### config.mk
export PLATFORM = sky130hd
export DESIGN_NAME = serial_commanded_sawtooth_pwm_ramp
export DESIGN_NICKNAME = d
export VERILOG_FILES = /design/src/scsaw_pkg.sv /design/src/serial_commanded_sawtooth_pwm_ramp.sv
export SDC_FILE = /design/constraint.sdc
export NUM_CORES = 1
export LEC_CHECK = 0
export BUFFER_PORTS_ARGS = -buffer_cell sky130_fd_sc_hd__buf_4
export CAP_MARGIN = 20
export CORE_AREA = 2 2 95 97
export CTS_CLUSTER_DIAMETER = 150
export DETAILED_ROUTE_END_ITERATION = 12
export DIE_AREA = 0 0 97 99
export GPL_ROUTABILITY_DRIVEN = 1
export GPL_TIMING_DRIVEN = 1
export PLACE_DENSITY = 0.65
export SLEW_MARGIN = 0
export SYNTH_ARGS = -nofsm -noshare
export SYNTH_HDL_FRONTEND = slang
export SYNTH_SLANG_ARGS = --single-unit
### constraint.sdc
create_clock -name clk_i -period 3.4 [get_ports clk_i]
set_input_delay 0.17 -clock clk_i [delete_from_list [all_inputs] [get_ports clk_i]]
set_output_delay 0.17 -clock clk_i [all_outputs]
set_load 0.03 [all_outputs]
### src/scsaw_pkg.sv
`timescale 1ns / 1ps

package scsaw_pkg;

  localparam int unsigned ByteW = 8;

  // serial command codes
  localparam logic [ByteW-1:0] CmdRise  = 8'd1;
  localparam logic [ByteW-1:0] CmdFall  = 8'd2;
  localparam logic [ByteW-1:0] CmdStop  = 8'd4;
  localparam logic [ByteW-1:0] SyncByte = 8'd255;

  // item kinds carried on the input tuser
  localparam logic KindByte = 1'b0;
  localparam logic KindTick = 1'b1;

  localparam logic [ByteW-1:0] FullScaleRst  = 8'd100;
  localparam logic [ByteW-1:0] StepPeriodRst = 8'd10;

endpackage

### src/serial_commanded_sawtooth_pwm_ramp.sv
`timescale 1ns / 1ps

// Channel   Dir  tdata (low bit up)   tuser (low bit up)
// s_axis    in   rx_byte[7:0]         command (0 byte, 1 tick)
// m_axis    out  duty[7:0]            duty_written
// cfg       in   full_scale[7:0]      -
//
// Two stages: an input register, then the parser/ramp update feeding the result
// register. One item per cycle sustained while m_axis does not stall.
// The ramp state is updated as an item enters the result register.
// Reset: parser idle, valid and level clear, running, period 10, full_scale 100.
// A stalled m_axis holds the result; the input register still takes one item.

module serial_commanded_sawtooth_pwm_ramp (
  input  logic       clk_i,
  input  logic       rst_ni,
  input  logic       s_axis_tvalid_i,
  output logic       s_axis_tready_o,
  input  logic [7:0] s_axis_tdata_i,   // rx_byte[7:0]
  input  logic       s_axis_tuser_i,   // command
  output logic       m_axis_tvalid_o,
  input  logic       m_axis_tready_i,
  output logic [7:0] m_axis_tdata_o,   // duty[7:0]
  output logic       m_axis_tuser_o,   // duty_written
  input  logic       cfg_valid_i,
  output logic       cfg_ready_o,
  input  logic [7:0] cfg_data_i        // full_scale[7:0]
);

  typedef enum logic [1:0] {
    PhIdle = 2'd0,
    PhCmd  = 2'd1,
    PhData = 2'd2
  } phase_e;

  logic [7:0] full_scale_q;

  logic       in_valid_q;
  logic       in_kind_q;
  logic [7:0] in_byte_q;

  logic       out_valid_q;
  logic [7:0] out_duty_q;
  logic       out_wr_q;

  phase_e     phase_q, phase_d;
  logic [7:0] held_cmd_q, held_cmd_d;
  logic [7:0] period_q, period_d;
  logic [7:0] tick_cnt_q, tick_cnt_d;
  logic       running_q, running_d;
  logic       falling_q, falling_d;
  logic [7:0] level_q, level_d;
  logic       wr_d;

  logic       advance;
  logic [7:0] full_eff;
  logic [8:0] cnt_inc;

  assign advance         = in_valid_q && (!out_valid_q || m_axis_tready_i);
  assign s_axis_tready_o = !in_valid_q || advance;
  assign cfg_ready_o     = 1'b1;

  assign m_axis_tvalid_o = out_valid_q;
  assign m_axis_tdata_o  = out_duty_q;
  assign m_axis_tuser_o  = out_wr_q;

  assign full_eff = (full_scale_q == '0) ? 8'd1 : full_scale_q;
  assign cnt_inc  = {1'b0, tick_cnt_q} + 9'd1;

  always_comb begin
    phase_d    = phase_q;
    held_cmd_d = held_cmd_q;
    period_d   = period_q;
    tick_cnt_d = tick_cnt_q;
    running_d  = running_q;
    falling_d  = falling_q;
    level_d    = level_q;
    wr_d       = 1'b0;

    if (in_kind_q == scsaw_pkg::KindTick) begin
      if (running_q) begin
        if (cnt_inc < {1'b0, period_q}) begin
          tick_cnt_d = cnt_inc[7:0];
        end else begin
          tick_cnt_d = '0;
          wr_d       = 1'b1;
          if (!falling_q) begin
            level_d = (level_q >= full_eff) ? 8'd1 : level_q + 8'd1;
          end else begin
            level_d = (level_q == '0) ? full_eff - 8'd1 : level_q - 8'd1;
          end
        end
      end
    end else if (in_byte_q == scsaw_pkg::SyncByte) begin
      phase_d = PhCmd;
    end else begin
      unique case (phase_q)
        PhIdle: phase_d = PhCmd;
        PhCmd: begin
          held_cmd_d = in_byte_q;
          phase_d    = PhData;
        end
        PhData: begin
          phase_d   = PhIdle;
          period_d  = in_byte_q;
          running_d = 1'b1;
          priority if (held_cmd_q == scsaw_pkg::CmdStop) begin
            running_d = 1'b0;
            level_d   = '0;
            wr_d      = 1'b1;
          end else if (held_cmd_q == scsaw_pkg::CmdFall) begin
            falling_d = 1'b1;
            level_d   = full_eff;
            wr_d      = 1'b1;
          end else if (held_cmd_q == scsaw_pkg::CmdRise) begin
            falling_d = 1'b0;
            level_d   = '0;
            wr_d      = 1'b1;
          end else begin
            wr_d = 1'b0;
          end
        end
        default: phase_d = PhIdle;
      endcase
    end
  end

  always_ff @(posedge clk_i or negedge rst_ni) begin
    if (!rst_ni) begin
      full_scale_q <= scsaw_pkg::FullScaleRst;
      in_valid_q   <= 1'b0;
      out_valid_q  <= 1'b0;
      phase_q      <= PhIdle;
      held_cmd_q   <= '0;
      period_q     <= scsaw_pkg::StepPeriodRst;
      tick_cnt_q   <= '0;
      running_q    <= 1'b1;
      falling_q    <= 1'b0;
      level_q      <= '0;
    end else begin
      if (cfg_valid_i) begin
        full_scale_q <= cfg_data_i;
      end
      if (s_axis_tready_o) begin
        in_valid_q <= s_axis_tvalid_i;
      end
      if (advance) begin
        out_valid_q <= 1'b1;
        phase_q     <= phase_d;
        held_cmd_q  <= held_cmd_d;
        period_q    <= period_d;
        tick_cnt_q  <= tick_cnt_d;
        running_q   <= running_d;
        falling_q   <= falling_d;
        level_q     <= level_d;
      end else if (m_axis_tready_i) begin
        out_valid_q <= 1'b0;
      end
    end
  end

  // payload registers, no reset
  always_ff @(posedge clk_i) begin
    if (s_axis_tready_o && s_axis_tvalid_i) begin
      in_kind_q <= s_axis_tuser_i;
      in_byte_q <= s_axis_tdata_i;
    end
    if (advance) begin
      out_duty_q <= level_d;
      out_wr_q   <= wr_d;
    end
  end

endmodule

Word-level counts from Yosys, hierarchy flattened
Index checks and enable logic that the tools add are counted.
Storage, ports and cells
  bits in registers: 64
  bits of input ports: 22
  output and inout bits: 12
  word-level logic and storage cells: 73
Cells by class
  add/sub/neg operators: 4
  order comparisons: 2
  eq/ne operators: 6
  muxes and demuxes: 28
  bitwise gates (word level): 3
  reductions and logical operators: 16
Operators by type and width (number)
  2-to-1 mux 8 bit: 13
  zero test 8 bit: 2
  subtractor 8 x 1 -> 8 bit (second input constant): 2
  2-to-1 mux 1 bit: 13
  adder 8 x 1 -> 9 bit (second input constant): 1
  < comparator 9 x 8 -> 1 bit: 1
  adder 8 x 1 -> 8 bit (second input constant): 1
  equality test 8 x 1 -> 1 bit (second input constant): 1
  equality test 8 x 2 -> 1 bit (second input constant): 1
  equality test 8 x 3 -> 1 bit (second input constant): 1
  equality test 8 bit (second input constant): 1
  >= comparator 8 bit: 1
  AND reduction 4 bit: 2
  AND reduction 6 bit: 1
  case mux 2 bit (2 select lines): 1
  nonzero test 2 bit: 2
  NOT 1 bit: 3
  AND reduction 3 bit: 1
  equality test 2 x 1 -> 1 bit (second input constant): 1
  equality test 2 bit (second input constant): 1
  logical AND 1 bit: 2
  zero test 1 bit: 2
  zero test 2 bit: 1
  logical OR 1 bit: 2
  other kinds (2): 2

Logic depth before layout (Yosys ltp)
Gate-level depths: netlist of the first run.
  depth in word-level cells: 8
  depth in mapped cells: 14
  depth with buffers taken out: 13

Worst setup path before layout of the first run
No wires, ideal clock.
  path type: register to register
  start point: reg level_q[1]
  end point: reg out_duty_q[6], in the netlist m_axis_tdata_o[6] (data pin)
  library setup time: 270 ps
  data arrival time: 2415 ps
  data required time: 3130 ps
  path slack: 715 ps
  stages on the path, launching flop included: 14
  path buffers: 1
  clock period less this slack: 2685 ps
  cell sequence: dfrtp_1 clkbuf_1 inv_1 ha_1 nor4b_1 nand2_1 a21oi_1 ha_1 o311ai_4 nor2_1 xnor2_1 a21o_1 a22oi_1 a21oi_1
Between the ends
  cells in the longest elaborated chain, start to end: 6
  elaborated cells between the ends (all ways): 10
  those cells by class: add/sub: 2; order compare: 1; mux: 6; reduce/logical: 1
Ends and longest elaborated chain
  from (decl): line serial_commanded_sawtooth_pwm_ramp.sv:52  | logic [7:0] level_q, level_d;
  from (signal assigned): line serial_commanded_sawtooth_pwm_ramp.sv:155  | level_q <= level_d;
  adder 8 x 1 -> 8 bit, or another cell as far along: line serial_commanded_sawtooth_pwm_ramp.sv:88  | level_d = (level_q >= full_eff) ? 8'd1 : level_q + 8'd1;
  2-to-1 mux 8 bit, on equally long branches: line serial_commanded_sawtooth_pwm_ramp.sv:88, serial_commanded_sawtooth_pwm_ramp.sv:90
  2-to-1 mux 8 bit *: line serial_commanded_sawtooth_pwm_ramp.sv:87  | if (!falling_q) begin
  2-to-1 mux 8 bit *: line serial_commanded_sawtooth_pwm_ramp.sv:82  | if (cnt_inc < {1'b0, period_q}) begin
  2-to-1 mux 8 bit *: line serial_commanded_sawtooth_pwm_ramp.sv:81  | if (running_q) begin
  2-to-1 mux 8 bit *: line serial_commanded_sawtooth_pwm_ramp.sv:80  | if (in_kind_q == scsaw_pkg::KindTick) begin
  named net level_d[6]: line serial_commanded_sawtooth_pwm_ramp.sv:52
  to (signal assigned): line serial_commanded_sawtooth_pwm_ramp.sv:169  | out_duty_q <= level_d;
  to (decl): line serial_commanded_sawtooth_pwm_ramp.sv:43  | logic [7:0] out_duty_q;
Mark *: on every way through the listed nets, which the timed path passes. The rest lies on a longest branch.
A chain may end at the register's enable or synchronous reset.

Worst setup path in the final report of the first run
  start point: reg level_q[0]
  end point: reg out_duty_q[6], in the netlist m_axis_tdata_o[6] (data pin)
Same word-level chain as after synthesis.

==> flow_summary.toml, run 1 <==
[power]
vdd_drop_max_uv = 345
switching_power_w = 0.00113
seqPwrFrac = 0.406
leakage_nw = 1.95
pwr-share-clk = 0.221
combPwrFrac = 0.373
p_per_area_nw_per_um2 = 668
switching_share = 0.380
p_int_w = 0.00184

[yosys]
syn_avg_cell_area_sq_um = 9.38
synth_top_area_frac = 0.264
ys_top_cells_by_area = "dfrtp_1 26%, edfxtp_1 14%, ha_1 6.3%, o21ai_0 5.1%, nand2_1 4.6%"
synth_edf_count = 18
netlist_area_sq_um = 3800
yosysSeqAreaShare = 0.447
ys.flop_type = "dfrtp_1"
syn_inst = 405
yosys.area.top_type = "dfrtp_1"
ys_seq_elements = 64
syn_nets = 446
synth-async-reset-ratio = 0.719
yosys_warnings = 0
ys_types = 57

[finish]
num-nets-final = 490
area_growth_pct = 17.0
num_antenna_cells = 0
drive_above_1_share = 0.183
fillerInstances = 767
final_cell_mix = "47 x nand2_1, 42 x buf_4, 40 x dfrtp_1"
final_common_cell = "nand2_1"

[sta]
worst_slack_ns = 0.216
min_period_over_period = 0.936
setup_viol = 0
tightest_slew_ns = 0.604
final.setup_skew_ns = 0.00718
hold_slack_ns = 0.0233
rsz0062_at_grt = "no"
final-max-slew-violation-count = 0
max_slew_margin = 0.594
finalCriticalPeriod_ns = 3.18
finalSetupTns_ns = 0
max_freq_mhz = 314
finalHoldViolCount = 0

[routing]
drt_pass1_iterations = 5
route.vias.total = 3186
viasPerCell = 5.67
totalWireLength_um = 8790
drc = 0
wl_per_cell_um = 15.6
drt_iter0_markers = 280
ant_nets = 0

[clock_tree]
cts-root-buf = "clkbuf_8"
clock_latency_ns = 0.35
cts_tree = "done"
cts.sinks = 64
cts_max_level = 3
cts.path.max_buffers = 2
postCtsSetupBuffers = 0
clk_pin_slew_ns = 0.08
cts_made_buffers = 9

[worst_setup_path]
crit_path_frequent_cell = "ha_1"
critPathBufInv = 1
worstSetupPathType = "register to register"
cp_num_cells = 12
cp.required_ns = 3.49
worstRegToRegCells = 12
crit_family = "simple AND/OR/NAND/NOR gates"
cp-end-kind = "register"
cp_max_fo = 7
cp.arrival_ns = 3.27
cp_slowest_cell = "dfrtp_1"
cp-start-kind = "register"
crit_chain = "inv_1 -> ha_1 -> nor4b_1 -> nand2_1 -> mux2i_1 -> ha_1 -> o311ai_4 -> nor2_1 -> xnor2_1 -> a21o_1 -> a22oi_1 -> a21oi_1"
max_stage_delay_ns = 0.45

[floorplanning]
ios = 34
die_w_um = 97
die_y_um = 99
start_util = 0.444
num_rows = 34
die_area_sq_um = 9600
coreArea_sq_um = 8550

[global_route]
antenna_found_initial = 0
grt_max_degree = 47
grt_pass1_vias = 3175
grt_usage = 0.194
grt_pass1_wl_um = 15100
grt.overflow.total = 0

[job]
maxCapViolations = 0

[place]
port_buffers = 32
place_ws_ns = 0.356
hpwl_um = 6320
place_congestion = 0.941

[worst_hold_path]
min_delay_path_depth = 3
hold_path_class = "input port to register"

[run_status]
status = "finished, final reports clean"
[Yosys cell counts, drive strengths merged (9+ instances only)]
cell type and n:
a21oi 21, a22oi 11, buf 9, clkbuf 10
dfrtp 40, edfxtp 18, ha 19, inv 32
mux2 9, nand2 47, nand3 10, nor2 28
nor3 9, o21ai 43
[final timing paths]
path                          startpoint  slack, ns                 to
max in group asynchronous         rst_ni       2.62         level_q[1]
max                           level_q[0]       0.22  m_axis_tdata_o[6]
min reg2reg                   in_valid_q       0.49    m_axis_tvalid_o
min in group asynchronous         rst_ni       0.37         level_q[3]
max reg2reg                   level_q[0]       0.22  m_axis_tdata_o[6]
min                        cfg_data_i[1]       0.02    full_scale_q[1]
[kinds of logic after synthesis]
group / Yosys count / share of synthesized area
and+or+nand+nor: 131 / 0.171
DFF: 64 / 0.447
other: 1 / 0.000988
muxes: 11 / 0.0320
adders and majority gates: 19 / 0.0626
buffers and inverters: 51 / 0.0580
xor gates and xnor gates: 12 / 0.0277
AOI/OAI and AO/OA: 116 / 0.200
[cell type report]
type,instances,area (sq um),area share
clock inverter,7,71.3,0.0160
sequential,64,1700,0.382
multi-input combinational,290,1880,0.423
timing repair buffer,52,415,0.0935
tap,108,135,0.0304
inverter,32,120,0.0270
clock buffer,9,124,0.0279
[power by group through the flow]
stage	clock network, W	logic (W)	registers [W]
2_1_floorplan	0	0.000794	0.00120
3_3_place_gp	0	0.00106	0.00121
3_5_place_dp	0	0.00108	0.00122
4_1_cts	0.000668	0.00110	0.00121
5_1_grt	0.000698	0.00126	0.00124
6_report	0.000656	0.00111	0.00121
[registers in the layout, summed over array words and instances, names as in the netlist]
name,count
tick_cnt_q,8
held_cmd_q,8
in_valid_q,1
in_kind_q,1
phase_q,2
full_scale_q,8
period_q,8
m_axis_tdata_o,8
level_q,8
m_axis_tvalid_o,1
falling_q,1
in_byte_q,8
running_q,1
m_axis_tuser_o,1
[worst register-to-register path, delay by kind of cell, from the launching register on]
family | cells | cell delay [ns]
AND/OR/NAND/NOR | 3 | 0.81
adder cells (fa/ha/maj) | 2 | 0.55
AO/OA/AOI/OAI | 4 | 0.64
flip-flops | 1 | 0.45
multiplexers | 1 | 0.23
XOR/XNOR | 1 | 0.09
buffers and inverters | 1 | 0.17
[routing by layer]
layer | track usage | up-vias | part of all wire | wire [um]
li1 | - | 1549 | - | -
met1 | 0.261 | 1476 | 0.47 | 4140
met2 | 0.313 | 146 | 0.45 | 3920
met3 | 0.0319 | 15 | 0.065 | 573
met4 | 0.0780 | 0 | 0.018 | 156
met5 | 0 | - | 0 | 0
[through the flow]
step / util / std cells / total power [W] / instance area (sq um)
after floorplan: - / 405 / 0.00199 / 3800
after global placement: 0.485 / 536 / 0.00227 / 4150
after detailed placement: 0.485 / 536 / 0.00230 / 4150
after CTS: 0.520 / 562 / 0.00297 / 4440
after global routing: 0.520 / 562 / 0.00319 / 4440
final: 0.520 / 562 / 0.00297 / 4440
[timing repair]
action	4_1_cts	5_1_grt
endpoints found under the hold margin	49	0
hold buffers	10	0
endpoints found under the setup margin	0	1
gates resized for setup	0	1
Power figures use the tool's default switching activity.
==> run 2, diff against run 1 <==
--- a/config.mk
+++ b/config.mk
@@ -7,10 +7,10 @@
 export LEC_CHECK = 0
 export BUFFER_PORTS_ARGS = -buffer_cell sky130_fd_sc_hd__buf_4
 export CAP_MARGIN = 20
-export CORE_AREA = 2 2 95 97
+export CORE_AREA = 2 2 81 114
 export CTS_CLUSTER_DIAMETER = 150
 export DETAILED_ROUTE_END_ITERATION = 12
-export DIE_AREA = 0 0 97 99
+export DIE_AREA = 0 0 83 116
 export GPL_ROUTABILITY_DRIVEN = 1
 export GPL_TIMING_DRIVEN = 1
 export PLACE_DENSITY = 0.65
==> run 2 against run 1 <==
  * Fmax increased by 2.6%
  * Clock skew grew 0.0019 ns
  * Wire length up 9.3%
  * Clock power up 55%
  * Largest power group unchanged
==> flow_summary.toml, run 2 (same netlist as run 1, synthesis figures left out) <==
[routing]
viasPerCell = 5.87
drt_iter0_markers = 188
drc = 0
totalWireLength_um = 9610
ant_nets = 0
route.vias.total = 3234
drt_pass1_iterations = 5
wl_per_cell_um = 17.4

[finish]
drive_above_1_share = 0.193
num_antenna_cells = 0
final_common_cell = "nand2_1"
final_cell_mix = "47 x nand2_1, 43 x buf_4, 40 x dfrtp_1"
num-nets-final = 482
final_cells = 551
area_growth_pct = 18.5

[sta]
final.setup_skew_ns = 0.00908
tightest_slew_ns = 0.612
min_period_over_period = 0.912
finalHoldViolCount = 0
setup_viol = 0
max_freq_mhz = 322
final-max-slew-violation-count = 0
rsz0062_at_grt = "no"
finalSetupTns_ns = 0
max_slew_margin = 0.592
finalCriticalPeriod_ns = 3.10

[global_route]
grt_max_degree = 47
antenna_found_initial = 0
grt_usage = 0.207
grt_pass1_wl_um = 15500
grt_pass1_vias = 3259
grt.overflow.total = 0

[worst_setup_path]
cp_max_fo = 7
reg2reg_slack_ns = 0.30
cp_slowest_cell = "dfrtp_1"
crit_path_frequent_cell = "ha_1"
cp-start-kind = "register"
max_stage_delay_ns = 0.46
worstSetupPathType = "register to register"
cp.required_ns = 3.47
cp-end-kind = "register"
crit_chain = "inv_1 -> ha_1 -> nor4b_2 -> nand2_1 -> mux2i_1 -> ha_1 -> o311ai_4 -> nor2_1 -> xnor2_1 -> a21o_1 -> a22oi_1 -> a21oi_1"
cp.arrival_ns = 3.18

[worst_hold_path]
hold_path_class = "input port to register"

[power]
vdd_drop_max_uv = 370
p_per_area_nw_per_um2 = 742
leakage_nw = 1.99

[clock_tree]
clock_latency_ns = 0.33
postCtsSetupBuffers = 0
cts.sinks = 64
clk_pin_slew_ns = 0.06
cts_tree = "done"
cts_made_buffers = 9
cts_max_level = 3
cts.path.max_buffers = 2
cts-root-buf = "clkbuf_16"

[place]
hpwl_um = 6920
dp.cells = 534
place_congestion = 0.935
port_buffers = 32

[floorplanning]
die_y_um = 116
num_rows = 40
die_w_um = 83
coreArea_sq_um = 8560
ios = 34
die_area_sq_um = 9630
start_util = 0.444

[run_status]
status = "finished, final reports clean"

[job]
maxCapViolations = 0
## run 2: changes by cell type in the layout (fill, tap and decap cells not counted), sizes merged
cell / previous run / this run
buf: 42 / 43
bufinv: 1 / 2
clkinv: 3 / 4
clkinvlp: 2 / 0
dlygate4sd3: 10 / 1
## run 2: area by class of cell
cell class	instances	area, sq um
multi-input combinational	290	1890
clock inverter	7	104
fill	795	4060
timing repair buffer	44	333
clock buffer	9	225
tap	105	131
sequential	64	1700
inverter	32	120
## run 2: per-stage QoR
stage          total power (W)  hold WS (ns)  instance area, sq um  setup WS (ns)   util
2_1_floorplan          0.00199        -0.126                  3800          0.715      -
3_3_place_gp           0.00228         0.216                  4150          0.204  0.485
3_5_place_dp           0.00232         0.224                  4150          0.272  0.485
4_1_cts                0.00335     0.0000705                  4490          0.240  0.525
5_1_grt                0.00356      0.000551                  4500          0.146  0.526
6_report               0.00334       0.00879                  4500          0.298  0.526
## run 2: what timing repair did
| action | CTS | global route |
|---|---|---|
| setup endpoints to repair | 0 | 3 |
| endpoints found under the hold margin | 40 | 0 |
| resized for setup | 0 | 2 |
| hold buffers | 1 | 0 |
## run 2: routing by layer
layer | part of all wire | GRT usage | wire length, um
met2 | 0.54 | 0.406 | 5210
met1 | 0.38 | 0.201 | 3610
met3 | 0.038 | 0.0385 | 361
met4 | 0.045 | 0.117 | 432
met5 | 0 | 0 | 0
## run 2: final timing paths
path | endpoint | cells past startpoint | start
max reg2reg | m_axis_tdata_o[6] | 12 | level_q[0]
max in group asynchronous | tick_cnt_q[1] | 2 | rst_ni
max | m_axis_tdata_o[6] | 12 | level_q[0]
min reg2reg | m_axis_tvalid_o | 1 | in_valid_q
min in group asynchronous | level_q[3] | 2 | rst_ni
min | in_byte_q[5] | 1 | s_axis_tdata_i[5]
## run 2: critical path: cells and delay by family, from the launching register on
kind | cells | cell delay, ns
and+or+nand+nor | 3 | 0.63
AOI/OAI and AO/OA | 4 | 0.66
DFF | 1 | 0.46
buffers and inverters | 1 | 0.19
adders and majority gates | 2 | 0.51
muxes | 1 | 0.23
xor gates and xnor gates | 1 | 0.15
## run 2: power breakdown
part	total, W	internal, W	switching, W
clock	0.00102	0.000649	0.000374
combinational	0.00109	0.000472	0.000622
sequential	0.00122	0.00103	0.000196
